File: config.mk
export PLATFORM = sky130hd
export DESIGN_NAME = rtc_nibble_port_sequencer
export DESIGN_NICKNAME = d
export VERILOG_FILES = /design/src/rtl/rtcnps_pkg.sv /design/src/rtl/rtc_nibble_port_sequencer.sv /design/src/rtl/rtcnps_core.sv
export SDC_FILE = /design/constraint.sdc
export NUM_CORES = 1
export LEC_CHECK = 0
export BUFFER_PORTS_ARGS = -buffer_cell sky130_fd_sc_hd__buf_2
export CELL_PAD_IN_SITES_DETAIL_PLACEMENT = 2
export CELL_PAD_IN_SITES_GLOBAL_PLACEMENT = 2
export CORE_MARGIN = 2
export CORE_UTILIZATION = 45
export CTS_CLUSTER_SIZE = 10
export DETAILED_ROUTE_END_ITERATION = 8
export PLACE_DENSITY = 0.88
export SYNTH_ARGS = -nofsm -noshare
export SYNTH_HDL_FRONTEND = slang
export SYNTH_SLANG_ARGS = --single-unit
File: constraint.sdc
create_clock -name i_clk -period 26 [get_ports i_clk]
set_input_delay 1.3 -clock i_clk [delete_from_list [all_inputs] [get_ports i_clk]]
set_output_delay 1.3 -clock i_clk [all_outputs]
set_load 0.01 [all_outputs]
File: src/rtl/rtcnps_pkg.sv
// ---------------------------------------------------------------------------
// rtcnps_pkg
// Types, constants and BCD helpers for the RTC nibble port sequencer.
// ---------------------------------------------------------------------------
package rtcnps_pkg;

    localparam int STORE_DEPTH = 13;
    localparam int LOAD_DIGITS = 12;
    localparam int ADDR_W      = 4;
    localparam int IDX_W       = 5;
    localparam int CFG_IDX_W   = 1;
    localparam int CFG_DATA_W  = 4;

    localparam logic [IDX_W-1:0]  IDX_NONE  = 5'h1F;
    localparam logic [IDX_W-1:0]  IDX_FIRST = 5'd0;
    localparam logic [IDX_W-1:0]  IDX_LAST  = 5'(LOAD_DIGITS - 1);
    localparam logic [IDX_W-1:0]  IDX_LOAD  = 5'(LOAD_DIGITS);
    localparam logic [IDX_W-1:0]  IDX_END   = 5'(STORE_DEPTH);

    localparam logic [3:0] NIB_READ  = 4'hD;
    localparam logic [3:0] NIB_CMD   = 4'hE;
    localparam logic [3:0] NIB_NOP   = 4'hF;
    localparam logic [3:0] MARK      = 4'hF;
    localparam logic [3:0] CENTURY   = 4'd9;

    localparam logic OP_WRITE = 1'b0;
    localparam logic OP_READ  = 1'b1;

    localparam logic [CFG_IDX_W-1:0] CFG_CLEAR_CMD = 1'b0;
    localparam logic [CFG_IDX_W-1:0] CFG_WRITE_CMD = 1'b1;

    typedef enum logic [1:0] {
        MODE_READ    = 2'd0,
        MODE_COMMAND = 2'd1,
        MODE_WRITE   = 2'd2,
        MODE_READY   = 2'd3
    } t_mode;

    typedef struct packed {
        logic       op;
        logic [7:0] write_data;
        logic [5:0] seconds;
        logic [5:0] minutes;
        logic [4:0] hours;
        logic [4:0] day_of_month;
        logic [3:0] month_index;
        logic [9:0] years;
        logic [2:0] weekday;
    } t_item;

    typedef struct packed {
        logic                  we;
        logic [CFG_IDX_W-1:0]  index;
        logic [CFG_DATA_W-1:0] data;
    } t_cfg;

    // x / 10 for x < 1024 by reciprocal multiply
    function automatic logic [6:0] div10(input logic [9:0] x);
        logic [17:0] p;
        p = {8'b0, x} * 18'd205;
        return p[17:11];
    endfunction

    function automatic logic [3:0] mod10(input logic [9:0] x);
        logic [6:0] q;
        logic [9:0] r;
        q = div10(x);
        r = x - ({3'b0, q} * 10'd10);
        return r[3:0];
    endfunction

    // x / 100 for x < 1024
    function automatic logic [3:0] div100(input logic [9:0] x);
        logic [15:0] p;
        p = {6'b0, x} * 16'd41;
        return p[15:12];
    endfunction

endpackage

File: src/rtl/rtc_nibble_port_sequencer.sv
// ---------------------------------------------------------------------------
// rtc_nibble_port_sequencer
// One-port nibble interface of a real-time clock: mode machine, digit store
// and BCD time latch behind an input register and a result register.
// ---------------------------------------------------------------------------
//  channel   direction  handshake                 payload
//  in        input      i_in_valid / o_in_stall   op, write_data, time fields
//  out       output     o_out_valid / i_out_stall read_data
//  cfg       input      i_cfg_we                  i_cfg_index, i_cfg_data
//
//  One transaction per cycle sustained while the output is not stalled; each
//  transaction passes through the input register, then the result register,
//  before it appears as an output transaction.
//  Synchronous active-low reset; digit store, mode and index reset at once.
//  A stalled result holds the result register; the input register still
//  takes one more transaction before o_in_stall rises.
// ---------------------------------------------------------------------------
module rtc_nibble_port_sequencer
    import rtcnps_pkg::*;
(
    input  logic                  i_clk,
    input  logic                  i_rst_n,
    input  logic                  i_in_valid,
    output logic                  o_in_stall,
    input  logic                  i_op,
    input  logic [7:0]            i_write_data,
    input  logic [5:0]            i_seconds,
    input  logic [5:0]            i_minutes,
    input  logic [4:0]            i_hours,
    input  logic [4:0]            i_day_of_month,
    input  logic [3:0]            i_month_index,
    input  logic [9:0]            i_years_since_1900,
    input  logic [2:0]            i_weekday,
    output logic                  o_out_valid,
    input  logic                  i_out_stall,
    output logic [3:0]            o_read_data,
    input  logic                  i_cfg_we,
    input  logic [CFG_IDX_W-1:0]  i_cfg_index,
    input  logic [CFG_DATA_W-1:0] i_cfg_data
);

    logic       r_in_v;
    t_item      r_in;
    logic       r_out_v;
    logic [3:0] r_out_data;

    logic       w_adv;
    logic       w_in_acc;
    logic       w_fire;
    logic [3:0] w_rd;
    t_cfg       w_cfg;

    assign w_adv      = !r_out_v || !i_out_stall;
    assign o_in_stall = r_in_v && !w_adv;
    assign w_in_acc   = i_in_valid && !o_in_stall;
    assign w_fire     = r_in_v && w_adv;

    assign w_cfg.we    = i_cfg_we;
    assign w_cfg.index = i_cfg_index;
    assign w_cfg.data  = i_cfg_data;

    always_ff @(posedge i_clk) begin
        if (!i_rst_n) begin
            r_in_v  <= 1'b0;
            r_out_v <= 1'b0;
        end else begin
            if (w_in_acc) begin
                r_in_v <= 1'b1;
            end else if (w_fire) begin
                r_in_v <= 1'b0;
            end
            if (w_fire) begin
                r_out_v <= 1'b1;
            end else if (!i_out_stall) begin
                r_out_v <= 1'b0;
            end
        end
    end

    always_ff @(posedge i_clk) begin
        if (w_in_acc) begin
            r_in.op           <= i_op;
            r_in.write_data   <= i_write_data;
            r_in.seconds      <= i_seconds;
            r_in.minutes      <= i_minutes;
            r_in.hours        <= i_hours;
            r_in.day_of_month <= i_day_of_month;
            r_in.month_index  <= i_month_index;
            r_in.years        <= i_years_since_1900;
            r_in.weekday      <= i_weekday;
        end
        if (w_fire) begin
            r_out_data <= w_rd;
        end
    end

    rtcnps_core u_core (
        .i_clk       (i_clk),
        .i_rst_n     (i_rst_n),
        .i_fire      (w_fire),
        .i_item      (r_in),
        .i_cfg       (w_cfg),
        .o_read_data (w_rd)
    );

    assign o_out_valid = r_out_v;
    assign o_read_data = r_out_data;

endmodule

File: src/rtl/rtcnps_core.sv
// ---------------------------------------------------------------------------
// rtcnps_core
// Mode machine, digit index, digit store and command registers.
// ---------------------------------------------------------------------------
module rtcnps_core
    import rtcnps_pkg::*;
(
    input  logic        i_clk,
    input  logic        i_rst_n,
    input  logic        i_fire,
    input  t_item       i_item,
    input  t_cfg        i_cfg,
    output logic [3:0]  o_read_data
);

    t_mode            r_mode, n_mode;
    logic [IDX_W-1:0] r_idx, n_idx;
    logic [3:0]       r_clear_cmd;
    logic [3:0]       r_write_cmd;
    logic [3:0]       r_store [STORE_DEPTH];

    logic [3:0]        w_nib;
    logic [3:0]        w_digits [STORE_DEPTH];
    logic              w_latch;
    logic              w_clear;
    logic              w_wr_en;
    logic              w_zero_last;
    logic [ADDR_W-1:0] w_wr_addr;

    assign w_nib = i_item.write_data[3:0];

    // time to BCD digits
    always_comb begin
        w_digits[0]  = mod10({4'b0, i_item.seconds});
        w_digits[1]  = 4'(div10({4'b0, i_item.seconds}));
        w_digits[2]  = mod10({4'b0, i_item.minutes});
        w_digits[3]  = 4'(div10({4'b0, i_item.minutes}));
        w_digits[4]  = mod10({5'b0, i_item.hours});
        w_digits[5]  = 4'(div10({5'b0, i_item.hours}));
        w_digits[6]  = mod10({5'b0, i_item.day_of_month});
        w_digits[7]  = 4'(div10({5'b0, i_item.day_of_month}));
        w_digits[8]  = 4'(i_item.month_index + 4'd1);
        w_digits[9]  = mod10(i_item.years);
        w_digits[10] = mod10({3'b0, div10(i_item.years)});
        w_digits[11] = 4'(CENTURY + div100(i_item.years));
        w_digits[12] = {1'b0, i_item.weekday};
    end

    // next state
    always_comb begin
        n_mode      = r_mode;
        n_idx       = r_idx;
        w_latch     = 1'b0;
        w_clear     = 1'b0;
        w_wr_en     = 1'b0;
        w_zero_last = 1'b0;
        w_wr_addr   = r_idx[ADDR_W-1:0];
        if (i_fire) begin
            if (i_item.op == OP_WRITE) begin
                priority if (w_nib == NIB_READ) begin
                    n_mode = MODE_READ;
                    n_idx  = IDX_NONE;
                end else if (w_nib == NIB_CMD) begin
                    n_mode = MODE_COMMAND;
                end else if (w_nib != NIB_NOP) begin
                    unique case (r_mode)
                        MODE_WRITE: begin
                            if (r_idx != IDX_NONE && r_idx < IDX_LOAD) begin
                                w_wr_en = 1'b1;
                                if (r_idx == IDX_LAST) begin
                                    w_zero_last = 1'b1;
                                    n_idx       = IDX_END;
                                end else begin
                                    n_idx = 5'(r_idx + 5'd1);
                                end
                            end
                        end
                        MODE_COMMAND: begin
                            priority if (w_nib == r_clear_cmd) begin
                                w_clear = 1'b1;
                                n_idx   = IDX_NONE;
                                n_mode  = MODE_READY;
                            end else if (w_nib == r_write_cmd) begin
                                n_idx  = IDX_FIRST;
                                n_mode = MODE_WRITE;
                            end else begin
                                n_mode = MODE_READY;
                            end
                        end
                        MODE_READ, MODE_READY: begin
                        end
                        default: begin
                        end
                    endcase
                end
            end else if (r_mode == MODE_READ) begin
                priority if (r_idx == IDX_NONE) begin
                    w_latch = 1'b1;
                    n_idx   = IDX_FIRST;
                end else if (r_idx >= IDX_END) begin
                    n_idx = IDX_NONE;
                end else begin
                    n_idx = 5'(r_idx + 5'd1);
                end
            end
        end
    end

    // read data
    always_comb begin
        o_read_data = 4'h0;
        if (i_item.op == OP_READ && r_mode == MODE_READ) begin
            if (r_idx == IDX_NONE || r_idx >= IDX_END) begin
                o_read_data = MARK;
            end else begin
                o_read_data = r_store[r_idx[ADDR_W-1:0]];
            end
        end
    end

    always_ff @(posedge i_clk) begin
        if (!i_rst_n) begin
            r_mode      <= MODE_READ;
            r_idx       <= IDX_NONE;
            r_clear_cmd <= 4'd4;
            r_write_cmd <= 4'd0;
        end else begin
            r_mode <= n_mode;
            r_idx  <= n_idx;
            if (i_cfg.we) begin
                unique case (i_cfg.index)
                    CFG_CLEAR_CMD: r_clear_cmd <= i_cfg.data;
                    CFG_WRITE_CMD: r_write_cmd <= i_cfg.data;
                    default: begin
                    end
                endcase
            end
        end
    end

    always_ff @(posedge i_clk) begin
        if (!i_rst_n) begin
            for (int k = 0; k < STORE_DEPTH; k++) begin
                r_store[k] <= 4'h0;
            end
        end else begin
            priority if (w_clear) begin
                for (int k = 0; k < STORE_DEPTH; k++) begin
                    r_store[k] <= 4'h0;
                end
            end else if (w_latch) begin
                for (int k = 0; k < STORE_DEPTH; k++) begin
                    r_store[k] <= w_digits[k];
                end
            end else if (w_wr_en) begin
                r_store[w_wr_addr] <= w_nib;
                if (w_zero_last) begin
                    r_store[LOAD_DIGITS] <= 4'h0;
                end
            end
        end
    end

endmodule

; Word-level counts from Yosys, hierarchy flattened
; Memory sizes are Yosys's and may differ from the RTL's. A register that Yosys moved wholly into a read port is not among the register bits.
; Cells that the tools add are included.
[word_totals]
wordCells = 207
ramBits = 52
n_memories = 1
out_inout_bits = 6
inputBits = 58
register_bits = 65
[op_classes]
n_reduce_logical = 22
mux = 100
multipliers = 13
n_eq_ne = 15
bitwise = 29
addsub = 9
n_lt_le_gt_ge = 2
[mem_list]
columns = name, depth, width, read_ports, rd_ports_with_merged_regs, wr, line
row1 = u_core.r_store, 13, 4, 1, 1, 13, rtcnps_core.sv:20  ; logic [3:0] r_store [STORE_DEPTH];
[op_table]
columns = op, n
row1 = two-way mux 4 bit, 32
row2 = two-way mux 5 bit, 11
row3 = two-way mux 1 bit, 51
row4 = multiplier 6 x 8 -> 14 bit (second input constant), 2
row5 = bitwise OR 1 bit, 27
row6 = multiplier 5 x 8 -> 13 bit (second input constant), 2
row7 = subtractor 4 bit, 6
row8 = multiplier 10 x 8 -> 18 bit (second input constant), 1
row9 = multiplier 10 x 6 -> 16 bit (second input constant), 1
row10 = multiplier 7 x 8 -> 15 bit (second input constant), 1
row11 = two-way mux 2 bit, 5
row12 = one-hot mux 5 bit (2 select lines), 1
row13 = nonzero test 3 bit, 3
row14 = equality test 4 bit, 2
row15 = equality test 4 bit (second input constant), 2
row16 = multiplier 7 x 3 -> 3 bit (second input constant), 1
row17 = AND reduction 7 bit, 1
row18 = multiplier 2 x 3 -> 3 bit (second input constant), 2
row19 = multiplier 3 x 3 -> 3 bit (second input constant), 2
row20 = adder 5 x 1 -> 5 bit (second input constant), 1
row21 = equality test 5 x 4 -> 1 bit (second input constant), 1
row22 = equality test 5 bit (second input constant), 1
row23 = >= comparator 5 x 4 -> 1 bit (second input constant), 1
row24 = logical AND 1 bit, 5
row25 = 21 further kinds, 28

; Longest topological paths before layout
[depth]
depth_word = 16
mapped_depth = 37
ltp_nobuf = 36

; Modules after synthesis
; From an unflattened synthesis, not the netlist that was laid out.
[unflattened]
cells_unflattened = 1010
area_unflattened_um2 = 11492.3
[by_module_without_submodules]
columns = module, n_inst, area_each_um2, seq_area_each_um2, cells_per_inst
row1 = rtcnps_core, 1, 9846.9, 2302.2, 950
row2 = rtc_nibble_port_sequencer, 1, 1645.3, 1601.5, 60

; Worst setup path before layout
; Ideal clock, no wire load.
[synth_timing]
path_type = flip-flop to flip-flop
startpoint = register r_in[6] in the netlist's numbering
endpoint = memory u_core.r_store[10][3], data pin
arrival_ns = 8.240
path_buffers = 0
t_required_ns = 25.744
period_less_slack_ns = 8.496
setup_ns = 0.256
path_stages_with_launch = 37
setup_slack_ns = 17.504
path_cell_list = edfxtp_1 ha_1 inv_1 fa_1 inv_1 fa_1 inv_1 fa_1 inv_1 ha_1 and4_1 a211oi_2 and2_4 nor2b_4 a221o_4 a21oi_1 xor2_1 ha_1 ha_1 fa_1 inv_1 fa_1 inv_1 ha_1 nand4_1 o211ai_1 o41ai_4 inv_1 a21oi_1 xnor2_1 fa_1 xnor2_1 xnor2_1 xnor2_1 xnor2_1 xnor2_1 a22o_1
[synth_rtl]
columns = element, line
row1 = start: declaration, rtc_nibble_port_sequencer.sv:43  ; t_item r_in;
row2 = end: declaration, rtcnps_core.sv:20

==> flow_summary_export.csv <==
group,metric,value,unit
power_and_ir_drop,leakage,6.16,nW
clock_tree,ctsHoldBuffers,0,
setup_path,crit_start,"r_in[6]$_DFFE_PP_",
grt,grt_max_degree,45,
setup_path,slowest_delay,0.59,ns
clock_tree,clk_pin_slew_worst_paths,0.07,ns
route,viasPerCell,5.96,
grt,antenna_found_initial,1,
floorplan,start_util,46.0,%
setup_path,rr_worst_depth,36,
setup_path,critPathLaunchType,"flip-flop",
setup_path,critPathMostFrequentCell,"inv_1",
run,maxCapViolCount,0,
power_and_ir_drop,vdd_drop_max,0.000186,V
layout,final_util,50.9,%
layout,final_cell_area,12800,sq um
place,numPortBuffers,59,
setup_path,cp_slowest_cell,"edfxtp_1",
power_and_ir_drop,pwr-share-comb,72.3,%
setup_path,cp_max_fo,7,
layout,final_nets,1426,
grt,globalRouteMet1Util,33.5,%
setup_path,r2r-start,"r_in[6]$_DFFE_PP_",
floorplan,rows,58,
place,hpwlAfterDp,27.3,mm
clock_tree,insertion_delay,0.45,ns
yosys,synth_cell_types,74,
clock_tree,post-cts-setup-buffers,0,
clock_tree,cts_buffers,17,
layout,register_area,3780,sq um
sta,hold_violations,0,
route,wirelength,41.2,mm
place,place_inst,1410,
clock_tree,cts_resized,0,
layout,final_cell_mix,"219 x ha_1, 153 x inv_1, 112 x edfxtp_1, 59 x buf_2, 55 x nand2_1",
yosys,syn_area,11600,sq um
sta,setup_viol,0,
floorplan,die_area,27000,sq um
sta,tns,0,ns
grt,gr-total-overflow,0,
grt,first_global_vias,10300,
yosys,synth_edf_count,112,
route,vias,8606,
floorplan,core,25200,sq um
grt,grt_use_met2,61.8,%
layout,multi_input_area,7150,sq um
status,outcome,"finished clean",
setup_path,reg2reg_setup_slack,16.15,ns
min_path,min_path_type,"reg2reg",
sta,worstMarginPinSlew,1.22,ns
clock_tree,cts_sinks,133,
power_and_ir_drop,p_per_area,147,nW/um^2
sta,max_slew_margin,18.8,%
layout,area_growth,10.8,%
route,drtIter0Drc,514,
setup_path,setup.worst_path.class,"reg2reg",
route,ant_nets,0,
power_and_ir_drop,internal-power,0.000954,W
clock_tree,cts_tree,"yes",
layout,final_common_cell,"ha_1",
clock_tree,htreeDepth,4,
yosys,syn_inst,1033,
sta,fin_crit_sh,37.9,%
min_path,holdPathStages,2,
clock_tree,root_buffer,"clkbuf_16",
yosys,ys_warn_count,0,
place,placed_area,12200,sq um
power_and_ir_drop,p_clk_share,13.5,%
power_and_ir_drop,total_power,0.00189,W
sta,slew_viol_final,0,
setup_path,worstPathArrival,10.05,ns
grt,gr-usage-all-layers,31.9,%
yosys,ys.flop_type,"edfxtp_1",
grt,grt.busiest_layer,"met2",
setup_path,crit_required,26.20,ns
setup_path,reg2reg_to,"u_core.r_store[10][3]$_DFFE_PP_",
power_and_ir_drop,p_switching,0.000933,W
sta,fin_skew,0.0132,ns
grt,grtUsageMet3,5.05,%
setup_path,crit_path_end,"u_core.r_store[10][3]$_DFFE_PP_",
grt,grt_pass1_wl,63.0,mm
floorplan,die_y,164,um
sta,fmax,102,MHz
yosys,syn_avg_cell_area,11.2,sq um
route,drc,0,
clock_tree,max-clock-path-buffers,2,
floorplan,chipWidth,164,um
place,place.gp.congestion,0.804,
sta,timing.final.crit_period,9.85,ns
yosys,synth-seq-cells,133,
power_and_ir_drop,pwr-share-seq,14.1,%
layout,n_fill_cell,2505,
route,dr.pass1.iters,5,
layout,stdcell_count,1443,
power_and_ir_drop,p_sw_share,49.4,%
floorplan,io_pins,64,
sta,rsz0062_at_grt,"no",
route,wire_per_inst,28.5,um
setup_path,crit_path_end_kind,"flip-flop",
layout,drive_gt1_share,12.9,%
yosys,synthArstFlopShare,0,%
yosys,synth-seq-area-share,32.7,%
==> registers in the layout, indices dropped and copies added (netlist names), named ones only <==
register and count:
u_core.r_clear_cmd 4, r_in_v 1, r_in 44, u_core.r_idx 5, u_core.r_store 64, o_out_valid 1
u_core.r_mode 2, u_core.r_write_cmd 4, o_read_data 4
==> logic make-up (layout without fill, tap and decap cells) <==
| logic type | Yosys count | count (layout) | synth area share (%) |
|---|---|---|---|
| XOR/XNOR | 62 | 62 | 4.93 |
| other | 1 | 14 | 0.0324 |
| multiplexers | 28 | 28 | 4.69 |
| AO/OA/AOI/OAI | 151 | 151 | 9.60 |
| AND/OR/NAND/NOR | 211 | 211 | 9.73 |
| flip-flops | 133 | 133 | 32.7 |
| buffers and inverters | 178 | 245 | 5.99 |
| adder cells (fa/ha/maj) | 269 | 269 | 32.3 |
==> power by group through the flow <==
stage	Combinational, W	Sequential, W	Clock (W)
after detailed placement	0.00126	0.000269	0
final	0.00136	0.000267	0.000255
after global placement	0.00110	0.000267	0
after global routing	0.00149	0.000268	0.000264
after floorplan	0.000908	0.000259	0
after CTS	0.00137	0.000266	0.000256
==> per-layer routing <==
metal	part of all wire, %	wire length (um)
met5	0	0
met3	3.3	1350
met2	56	23000
met1	36	15000
met4	4.5	1870
==> cells in the mapped netlist (all sizes together) (4+ instances only) <==
library cell / instances / share of area, %
nand3: 16 / 0.74
nor2b: 12 / 0.71
mux2i: 8 / 0.80
a211oi: 6 / 0.43
edfxtp: 112 / 29
nor3: 9 / 0.43
o21ai: 41 / 1.8
a21o: 13 / 0.84
o31ai: 4 / 0.26
and3: 20 / 1.1
o21a: 7 / 0.45
xnor2: 35 / 2.6
o311ai: 8 / 0.67
inv: 153 / 5.0
xor2: 25 / 1.9
a21oi: 24 / 1.0
and2: 14 / 0.82
or2: 7 / 0.38
buf: 14 / 0.67
nor2: 40 / 1.3
clkbuf: 11 / 0.36
o211ai: 7 / 0.50
a32o: 4 / 0.35
nand2: 55 / 1.8
mux4: 20 / 3.9
fa: 50 / 8.6
ha: 219 / 24
dfxtp: 21 / 3.6
nand2b: 23 / 1.2
a22o: 13 / 0.98
==> metrics by stage <==
stage	worst slack (ns)	hold slack, ns
finish	16.15	0.482
global route	15.78	0.512
CTS	16.06	0.489
detailed placement	16.38	0.472
global placement	16.93	0.458
floorplan	17.50	0.444
==> worst max-delay path, delay by kind of cell, from the launching register on <==
kind | cells | cell delay [ns]
buffers and inverters | 7 | 0.52
AND/OR/NAND/NOR | 4 | 0.58
flip-flops | 1 | 0.59
XOR/XNOR | 7 | 1.26
AO/OA/AOI/OAI | 7 | 1.98
adder cells (fa/ha/maj) | 11 | 4.67
==> how the worst min path moves through the flow <==
stage,from,end,slack (ns)
2_1_floorplan,r_in_v$_SDFFE_PN0P_,o_out_valid$_SDFFE_PN0P_,0.44
3_3_place_gp,u_core.r_write_cmd[0]$_SDFFE_PN0P_,u_core.r_write_cmd[0]$_SDFFE_PN0P_,0.46
3_5_place_dp,u_core.r_write_cmd[0]$_SDFFE_PN0P_,u_core.r_write_cmd[0]$_SDFFE_PN0P_,0.47
4_1_cts,u_core.r_write_cmd[3]$_SDFFE_PN0P_,u_core.r_write_cmd[3]$_SDFFE_PN0P_,0.49
5_1_grt,u_core.r_write_cmd[3]$_SDFFE_PN0P_,u_core.r_write_cmd[3]$_SDFFE_PN0P_,0.51
6_report,u_core.r_write_cmd[3]$_SDFFE_PN0P_,u_core.r_write_cmd[3]$_SDFFE_PN0P_,0.48
==> cell type report <==
class | instances | share of cell area [%]
Multi-Input combinational cell | 734 | 55.7
Sequential cell | 133 | 29.5
Inverter | 153 | 4.48
Clock buffer | 18 | 3.51
Tap cell | 330 | 3.22
Timing Repair Buffer | 60 | 2.36
Clock inverter | 14 | 1.16
Antenna cell | 1 | 0.0195
Power figures use the tool's default switching activity.
